===== src/rtl/spq_pkg.sv =====
// ----------------------------------------------------------------------------
// spq_pkg
// Types, codes and defaults shared by the sorted priority event queue.
// ----------------------------------------------------------------------------
package spq_pkg;

  localparam int DEPTH_DEF = 16;

  localparam logic [1:0] KIND_INSERT = 2'd0;
  localparam logic [1:0] KIND_POP    = 2'd1;
  localparam logic [1:0] KIND_FIND   = 2'd2;
  localparam logic [1:0] KIND_APPEND = 2'd3;

  localparam logic [1:0] ST_OK        = 2'd0;
  localparam logic [1:0] ST_FULL      = 2'd1;
  localparam logic [1:0] ST_EMPTY     = 2'd2;
  localparam logic [1:0] ST_NOT_FOUND = 2'd3;

  typedef struct packed {
    logic [15:0] id;
    logic [7:0]  pri;
    logic [15:0] tstamp;
  } slot_t;

  typedef struct packed {
    logic  ins;
    logic  app;
    logic  pop;
    logic  find;
    slot_t slot;
  } cell_req_t;

  typedef struct packed {
    logic seen;
    logic found;
  } chain_t;

endpackage


===== src/rtl/spq_cell.sv =====
// ----------------------------------------------------------------------------
// spq_cell
// One slot of the queue: holds an event and shifts with its neighbours.
// ----------------------------------------------------------------------------
module spq_cell (
  input  logic              clk,
  input  logic              occ,
  input  spq_pkg::cell_req_t req,
  input  spq_pkg::slot_t     left,
  input  spq_pkg::slot_t     right,
  input  spq_pkg::chain_t    chain_in,
  output spq_pkg::chain_t    chain_out,
  output spq_pkg::slot_t     data
);
  import spq_pkg::*;

  logic hit;

  assign hit = (req.ins && (!occ || (req.slot.pri > data.pri))) || (req.app && !occ);

  assign chain_out.seen  = chain_in.seen | hit;
  assign chain_out.found = chain_in.found | (req.find && occ && (data.id == req.slot.id));

  always_ff @(posedge clk) begin
    if (chain_in.seen) begin
      data <= left;
    end else if (hit) begin
      data <= req.slot;
    end else if (req.pop) begin
      data <= right;
    end
  end

endmodule


===== src/rtl/sorted_priority_event_queue_core.sv =====
// ----------------------------------------------------------------------------
// sorted_priority_event_queue_core
// Bounded event queue kept in service order in a row of shifting slots.
// ----------------------------------------------------------------------------
// One request is taken per clock cycle unless stalled, and its result item
// appears on the output register in the cycle after acceptance. Each slot
// compares itself with the request in parallel; the insert position travels
// as a ripple flag along the slot row, which sets the cycle time for large
// DEPTH. Occupancy after each request is reported with every result.
module sorted_priority_event_queue_core #(
  parameter int DEPTH = spq_pkg::DEPTH_DEF
) (
  input  logic                           clk,
  input  logic                           rst,
  input  logic                           in_valid,
  output logic                           in_ready,
  input  logic [1:0]                     kind,
  input  logic [15:0]                    event_id,
  input  logic [7:0]                     event_priority,
  input  logic [15:0]                    event_time,
  output logic                           out_valid,
  input  logic                           out_ready,
  output logic [1:0]                     status,
  output logic [15:0]                    out_id,
  output logic [7:0]                     out_priority,
  output logic [15:0]                    out_time,
  output logic [$clog2(DEPTH+1)-1:0]     occupancy
);
  import spq_pkg::*;

  localparam int CW = $clog2(DEPTH + 1);

  logic          acc;
  logic          full;
  logic          empty;
  logic [CW-1:0] count;
  logic [CW-1:0] count_next;
  cell_req_t     req;
  slot_t         cell_data [DEPTH];
  chain_t        chain [DEPTH];
  logic [DEPTH-1:0] occ;

  logic [1:0]  status_next;
  logic [15:0] out_id_next;
  logic [7:0]  out_priority_next;
  logic [15:0] out_time_next;

  assign in_ready  = !out_valid || out_ready;
  assign acc       = in_valid && in_ready;
  assign full      = (count == CW'(DEPTH));
  assign empty     = (count == '0);
  assign occupancy = count;

  assign req.ins         = acc && (kind == KIND_INSERT) && !full;
  assign req.app         = acc && (kind == KIND_APPEND) && !full;
  assign req.pop         = acc && (kind == KIND_POP) && !empty;
  assign req.find        = acc && (kind == KIND_FIND);
  assign req.slot.id     = event_id;
  assign req.slot.pri    = event_priority;
  assign req.slot.tstamp = event_time;

  for (genvar g = 0; g < DEPTH; g++) begin : g_cell
    slot_t  left;
    slot_t  right;
    chain_t cin;

    assign occ[g] = (CW'(g) < count);

    if (g == 0) begin : g_head
      assign left = req.slot;
      assign cin  = '0;
    end else begin : g_body
      assign left = cell_data[g-1];
      assign cin  = chain[g-1];
    end

    if (g == DEPTH - 1) begin : g_tail
      assign right = cell_data[g];
    end else begin : g_inner
      assign right = cell_data[g+1];
    end

    spq_cell u_cell (
      .clk       (clk),
      .occ       (occ[g]),
      .req       (req),
      .left      (left),
      .right     (right),
      .chain_in  (cin),
      .chain_out (chain[g]),
      .data      (cell_data[g])
    );
  end

  always_comb begin
    count_next        = count;
    status_next       = ST_OK;
    out_id_next       = '0;
    out_priority_next = '0;
    out_time_next     = '0;
    case (kind)
      KIND_INSERT, KIND_APPEND: begin
        if (full) begin
          status_next = ST_FULL;
        end else begin
          count_next = count + CW'(1);
        end
      end
      KIND_POP: begin
        if (empty) begin
          status_next = ST_EMPTY;
        end else begin
          count_next        = count - CW'(1);
          out_id_next       = cell_data[0].id;
          out_priority_next = cell_data[0].pri;
          out_time_next     = cell_data[0].tstamp;
        end
      end
      KIND_FIND: begin
        if (chain[DEPTH-1].found) begin
          out_id_next = event_id;
        end else begin
          status_next = ST_NOT_FOUND;
        end
      end
      default: begin
        status_next = ST_OK;
      end
    endcase
  end

  always_ff @(posedge clk) begin
    if (rst) begin
      count     <= '0;
      out_valid <= 1'b0;
    end else begin
      if (acc) begin
        count     <= count_next;
        out_valid <= 1'b1;
      end else if (out_ready) begin
        out_valid <= 1'b0;
      end
    end
  end

  always_ff @(posedge clk) begin
    if (acc) begin
      status       <= status_next;
      out_id       <= out_id_next;
      out_priority <= out_priority_next;
      out_time     <= out_time_next;
    end
  end

  a_count_bound: assert property (@(posedge clk) disable iff (rst)
    count <= CW'(DEPTH))
    else $error("occupancy exceeds depth");

  a_pop_dec: assert property (@(posedge clk) disable iff (rst)
    (acc && (kind == KIND_POP) && !empty) |=> (count == $past(count) - CW'(1)))
    else $error("pop did not shrink the queue");

  a_full_flag: assert property (@(posedge clk) disable iff (rst)
    (acc && ((kind == KIND_INSERT) || (kind == KIND_APPEND)) && full)
      |=> (out_valid && (status == ST_FULL) && (count == $past(count))))
    else $error("full queue accepted an event");

  a_empty_flag: assert property (@(posedge clk) disable iff (rst)
    (acc && (kind == KIND_POP) && empty) |=> (out_valid && (status == ST_EMPTY)))
    else $error("pop on empty queue not flagged");

endmodule


===== config.mk =====
export PLATFORM = sky130hd
export DESIGN_NAME = sorted_priority_event_queue_core
export DESIGN_NICKNAME = d
export VERILOG_FILES = /design/src/rtl/spq_pkg.sv /design/src/rtl/spq_cell.sv /design/src/rtl/sorted_priority_event_queue_core.sv
export SDC_FILE = /design/constraint.sdc
export NUM_CORES = 2
export LEC_CHECK = 0
export BUFFER_PORTS_ARGS = -buffer_cell sky130_fd_sc_hd__buf_2
export CAP_MARGIN = 25
export CORE_MARGIN = 3
export CORE_UTILIZATION = 60
export DETAILED_ROUTE_END_ITERATION = 16
export HOLD_SLACK_MARGIN = 0.15
export MAX_ROUTING_LAYER = met4
export PLACE_DENSITY = 0.74
export REMOVE_ABC_BUFFERS = 1
export SYNTH_ARGS = -nofsm -noshare
export SYNTH_HDL_FRONTEND = slang
export SYNTH_SLANG_ARGS = --single-unit

===== constraint.sdc =====
create_clock -name clk -period 8.45 [get_ports clk]
set_input_delay 1.69 -clock clk [delete_from_list [all_inputs] [get_ports clk]]
set_output_delay 1.69 -clock clk [all_outputs]
set_load 0.01 [all_outputs]

---- After elaboration in Yosys (flattened, before gate mapping) ----
Index checks and enable logic that the tools add are counted.
word-level totals
  output and inout port bits .............. 49
  register bits after elaboration ......... 688
cells by class
  $add $sub $neg .......................... 2
  equality and inequality tests ........... 22
  muxes and demuxes ....................... 58
  order comparisons ....................... 32
  reduce and logical (&&, ||, !) cells .... 147
  bitwise logic cells ..................... 30
operators by type and width
  kind                                                                 count
  40-bit 2-to-1 mux                                                    46
  16-bit equality test                                                 16
  8-bit greater-than comparator                                        16
  1-bit logical AND                                                    72
  3-bit nonzero test                                                   14
  4-bit by 5-bit < comparator with 1-bit output, first input constant  8
  1-bit logical OR                                                     33
  16-bit 2-to-1 mux                                                    2
  16-bit one-hot mux with 2 select lines                               1
  1-bit bitwise OR                                                     29
  3-bit by 5-bit < comparator with 1-bit output, first input constant  4
  1-bit logical NOT                                                    19
  1-bit by 5-bit < comparator with 1-bit output, first input constant  2
  2-bit by 5-bit < comparator with 1-bit output, first input constant  2
  5-bit 2-to-1 mux                                                     2
  5-bit one-hot mux with 2 select lines                                1
  2-bit nonzero test                                                   4
  2-bit one-hot mux with 3 select lines                                1
  5-bit by 1-bit adder with 5-bit output, second input constant        1
  5-bit equality test, second input constant                           1
  5-bit logical NOT                                                    1
  5-bit by 1-bit subtractor with 5-bit output, second input constant   1
  2-bit equality test, second input constant                           2
  2-bit 2-to-1 mux                                                     2
  other kinds (7)                                                      11

---- Depth between registers and ports, before layout ----
  depth in word-level cells ............... 23
  depth in mapped cells ................... 15
  mapped depth without buffers ............ 10

---- Modules after synthesis ----
From an unflattened synthesis, not the netlist that was laid out.
unflattened totals
  cells, all modules ...................... 5610
  area, all modules ....................... 68842.3 um^2
by module, submodules not included
  module                            times used  cells each  seq. area each (um^2)  area each (um^2)
  spq_cell                          16          338         1201.2                 4155.2
  sorted_priority_event_queue_core  1           202         1381.3                 2358.5

---- Least setup slack after synthesis ----
Ideal clock, no wire load.
  kind .................................... in2reg
  start point ............................. in event_priority[0]
  end point ............................... reg g_cell[15].u_cell.data[0] in the netlist's numbering (enable)
  library setup time ...................... 640 ps
  path buffers ............................ 3
  cell stages on the path ................. 13
  path slack .............................. 2296 ps
  arrival ................................. 5514 ps
  data required time ...................... 7810 ps
  path through ............................ inv_1 ha_1 nor2b_1 o211ai_1 a21oi_1 o31a_1 or4_1 buf_2 or3_1 buf_2 nor4_4 buf_6 o211ai_1
between the ends
  word-level cells in the longest chain between the ends .. 19
  elaborated cells between the ends (all ways) .. 79
  those cells by class .................... 16 x order compare; 14 x bitwise; 49 x reduce/logical
ends and longest elaborated chain
  item                            RTL line                                source
  from (decl)                     sorted_priority_event_queue_core.sv:19  input logic [7:0] event_priority,
  8-bit greater-than comparator   spq_cell.sv:19                          assign hit = (req.ins && (!occ || (req.slot.pri > data.pri))) || (req.app && !occ);
  1-bit logical OR                spq_cell.sv:19
  1-bit logical AND               spq_cell.sv:19
  1-bit logical OR                spq_cell.sv:19
  1-bit bitwise OR (14 in a row)  spq_cell.sv:21                          assign chain_out.seen = chain_in.seen | hit;
  2-bit nonzero test (no line) *  n/a
  to (signal assigned)            spq_cell.sv:26                          data <= left;
  to (signal assigned)            spq_cell.sv:28                          data <= req.slot;
  to (signal assigned)            spq_cell.sv:30                          data <= right;
  to (decl)                       spq_cell.sv:13                          output spq_pkg::slot_t data
Mark *: on every way between the ends. The rest lies on a longest branch, timed or not.
A chain may end at the register's enable or synchronous reset.

---- Worst setup path in the final report ----
  start point ............................. in event_priority[0]
  end point ............................... reg g_cell[7].u_cell.data[27] in the netlist's numbering (enable)
between the ends
  word-level cells in the longest chain between the ends .. 11
  elaborated cells between the ends (all ways) .. 39
  those cells by class .................... 8 x order compare; 6 x bitwise; 25 x reduce/logical
ends and longest elaborated chain
  item                            RTL line
  8-bit greater-than comparator   spq_cell.sv:19
  1-bit logical OR                spq_cell.sv:19
  1-bit logical AND               spq_cell.sv:19
  1-bit logical OR                spq_cell.sv:19
  1-bit bitwise OR (6 in a row)   spq_cell.sv:21
  3-bit nonzero test (no line) *  n/a
  to (signal assigned)            spq_cell.sv:26
  to (signal assigned)            spq_cell.sv:28
  to (signal assigned)            spq_cell.sv:30
  to (decl)                       spq_cell.sv:13
Marks and branches as above.

==> metrics.txt <==
Pwr Total=0.01550 W; CTS Buf Count=76; Max Root-Sink Buffers=3; Finished Layout Cells=4560; Worst-Margin Slew=1.076 ns; Hold WC Path Type=flop to flop; max-cap violations=0; final setup TNS=0 ns; worst reg-to-reg setup slack=2.87 ns; sequential fraction of the synthesis area=50.72%; largest net degree at the start of global routing=131; I/O Buffers=94; Worst EP arrival=6.61 ns; CTS Hold Buffers Added=0; number of synthesized flops with an enable pin=682; PD cells=350.3 nW/um2; CTS Root Cell=clkbuf_16; DR pass1 iterations=8; final setup violation count=0; R2R cell count=13; crit path to=g_cell[7].u_cell.data[27]; grt total ovfl=0; Worst R2R End=g_cell[7].u_cell.data[27]; total placed cells including tap cells=4427; Crit path top cell by count=buf_4; Ys Warns=0; Reg-to-Reg Start=occupancy[1]; Critical-path top delay cell=or4_2; gpl congestion=0.9457; fin crit share=74.41%; die footprint=70850 um2; top cell family by delay on the critical path=simple AND/OR/NAND/NOR gates; antenna viol nets, final=0; iteration-0 DRC count of the detailed router=2995; clock power share=20.8%; post-cts gate resize count=0; Worst setup SP type=primary input; die outline height=266.2 um; Async S/R FF share, synth=0%; Yosys reg bits=688; Crit. End Element=flop; Switching Fraction=36.16%; data required time of the worst path=8.77 ns; Starting Density=61.12%; DR vias=29577; synth unique cells=68; Layout Nets=3823; Final Slew Violations=0; vias per inst=6.486; Fin Clk Skew=0.01956 ns; CORE AREA=66450 um2; CP Buf/Inv Count=5; net switching power=0.005607 W; dominant synthesized flop cell=edfxtp_1; Comb power frac=32.9%; num ports=95; Cells after Synth=3685; Skew-Pair Late Insertion Delay=0.62 ns; CTS clk-pin slew, worst paths=0.06 ns; syn avg cell area=11.02 um2; die width=266.2 um; GRT Overall Usage=33.35%; max incr delay on CP=0.93 ns; CP Max Fanout=35; fmax=159.0 MHz; FP Rows=94; status=complete, no violations; first-pass GRT wire length=176500 um; vias in the first global route=29838; unrepaired setup endpoints after global routing=no; Hold Fails Final Rpt=0; minimum clock period=6.288 ns; Lkg Pwr=17.79 nW; Routed WL=115300 um; postcts setup bufs=0; Critical Path Stages=14; CTS tree=built; cell-internal power=0.009898 W; Fillers=4986; WS Path Type=primary input to flop; area grow syn2layout=8.955%; post-DP HPWL=75590 um; CTS H-tree lvls=3; Max-slew headroom=28.06%; Antenna diodes=0; CP Launch Point=event_priority[0]; register share of total power=46.3%; Avg WL per Cell=25.28 um; worst path cell trace=buf_2 > inv_1 > buf_4 > ha_1 > nor2b_1 > o211ai_1 > a21oi_1 > o31a_1 > or4_2 > buf_4 > or3_2 > nor2_1 > nand3_2 > buf_4; CTS sink count=688; layout cells sized above 1=12.74%; number of antenna violations at the first check in global routing=3; Max IR drop VDD=0.0002138 V; Mapped Area=40620 um2; DRC Markers=0
routing by layer:
layer	track usage [%]	part of all wire, %
met1	42.03	40
met5	-	0
met2	53.20	47
met3	5.097	7.9
met4	15.93	5.0
cell usage after synthesis (all sizes together), types with 48 or more instances:
cell type | number | area share [%]
nand4 | 48 | 0.74
xnor2 | 91 | 2.0
nor4 | 49 | 0.81
xor2 | 168 | 3.6
ha | 136 | 4.2
edfxtp | 682 | 50
clkbuf | 241 | 2.2
o21ai | 312 | 3.9
mux2i | 471 | 12
inv | 120 | 1.1
buf | 52 | 0.65
nand2 | 318 | 2.9
mux2 | 203 | 5.6
a21oi | 284 | 3.5
nor2 | 288 | 2.7
final cells by class:
cell class	instances	area (um2)	share of cell area [%]
repair buffers	171	1131	2.556
clock buffers	100	2118	4.787
flip-flops and latches	688	20600	46.55
multi-input cells	2584	18640	42.12
well taps	864	1081	2.443
inverters	120	450.4	1.018
clock inverters	33	235.2	0.5315
registers in the layout, summed over array words and instances (netlist names):
name	cells
occupancy	5
out_priority	8
g_cell.u_cell.data	640
status	2
out_time	16
out_id	16
out_valid	1
power groups by stage:
| stage | clock (W) | combinational (W) | sequential [W] |
|---|---|---|---|
| floorplan | 0 | 0.00371 | 0.00670 |
| CTS | 0.00325 | 0.00505 | 0.00715 |
| global route | 0.00339 | 0.00566 | 0.00733 |
| finish | 0.00322 | 0.00510 | 0.00719 |
| detailed placement | 0 | 0.00501 | 0.00721 |
| global placement | 0 | 0.00479 | 0.00715 |
worst min path at each step:
stage / from / to / slack [ns] / depth (start not counted)
3_3_place_gp: g_cell[14].u_cell.data[4] / g_cell[15].u_cell.data[4] / 0.53 / 1
5_1_grt: g_cell[14].u_cell.data[4] / g_cell[15].u_cell.data[4] / 0.57 / 1
6_report: g_cell[1].u_cell.data[15] / g_cell[2].u_cell.data[15] / 0.56 / 2
3_5_place_dp: g_cell[14].u_cell.data[4] / g_cell[15].u_cell.data[4] / 0.54 / 1
2_1_floorplan: g_cell[0].u_cell.data[0] / g_cell[1].u_cell.data[0] / 0.51 / 2
4_1_cts: g_cell[14].u_cell.data[4] / g_cell[15].u_cell.data[4] / 0.56 / 1
cell families after synthesis:
kind of cell / Yosys count / synth area share (%)
simple gates: 824 / 9.047
compound gates: 691 / 9.241
fa+ha+maj: 136 / 4.189
flops: 688 / 50.72
buf+inv: 413 / 3.986
xor+xnor: 259 / 5.585
mux: 674 / 17.23
cell usage in the layout (no fill, tap or decap), drive strengths merged, types with 3 or more instances in the layout:
cell type and count:
nor4 49, o21bai 3, a41oi 3, clkbuf 100, o31a 4, nor3b 4
buf 171, or2 5, edfxtp 682, o21ai 312, xnor2 91, nor3 20
bufinv 3, a21oi 284, mux2i 471, mux2 203, a211oi 12, nor2b 10
ha 136, nand2 318, a22o 17, a211o 4, nand4b 3, nand3 23
a21o 8, a31oi 9, xor2 168, nand2b 7, dfxtp 6, clkinv 27
o211ai 11, nand3b 4, nand4 48, or3 6, and2 29, inv 121
nor2 288
through the flow:
stage | worst slack, ns | area, um2 | utilization [%] | hold WS [ns]
after floorplan | -8.594 | 39450 | - | 0.5132
after global placement | 1.747 | 41810 | 62.92 | 0.5334
after detailed placement | 1.633 | 41900 | 63.06 | 0.5422
after CTS | 2.278 | 44250 | 66.60 | 0.5577
after global routing | 1.996 | 44250 | 66.60 | 0.5655
final | 2.162 | 44250 | 66.60 | 0.5554
worst register-to-register path: cells and delay by family (launching register included):
family | cells | cell delay (ns)
DFF | 1 | 0.45
buffers and inverters | 4 | 1.33
AOI/OAI and AO/OA | 1 | 0.20
adders and majority gates | 1 | 0.26
and+or+nand+nor | 7 | 3.03
Note: power is estimated with default switching activity, not from simulation.
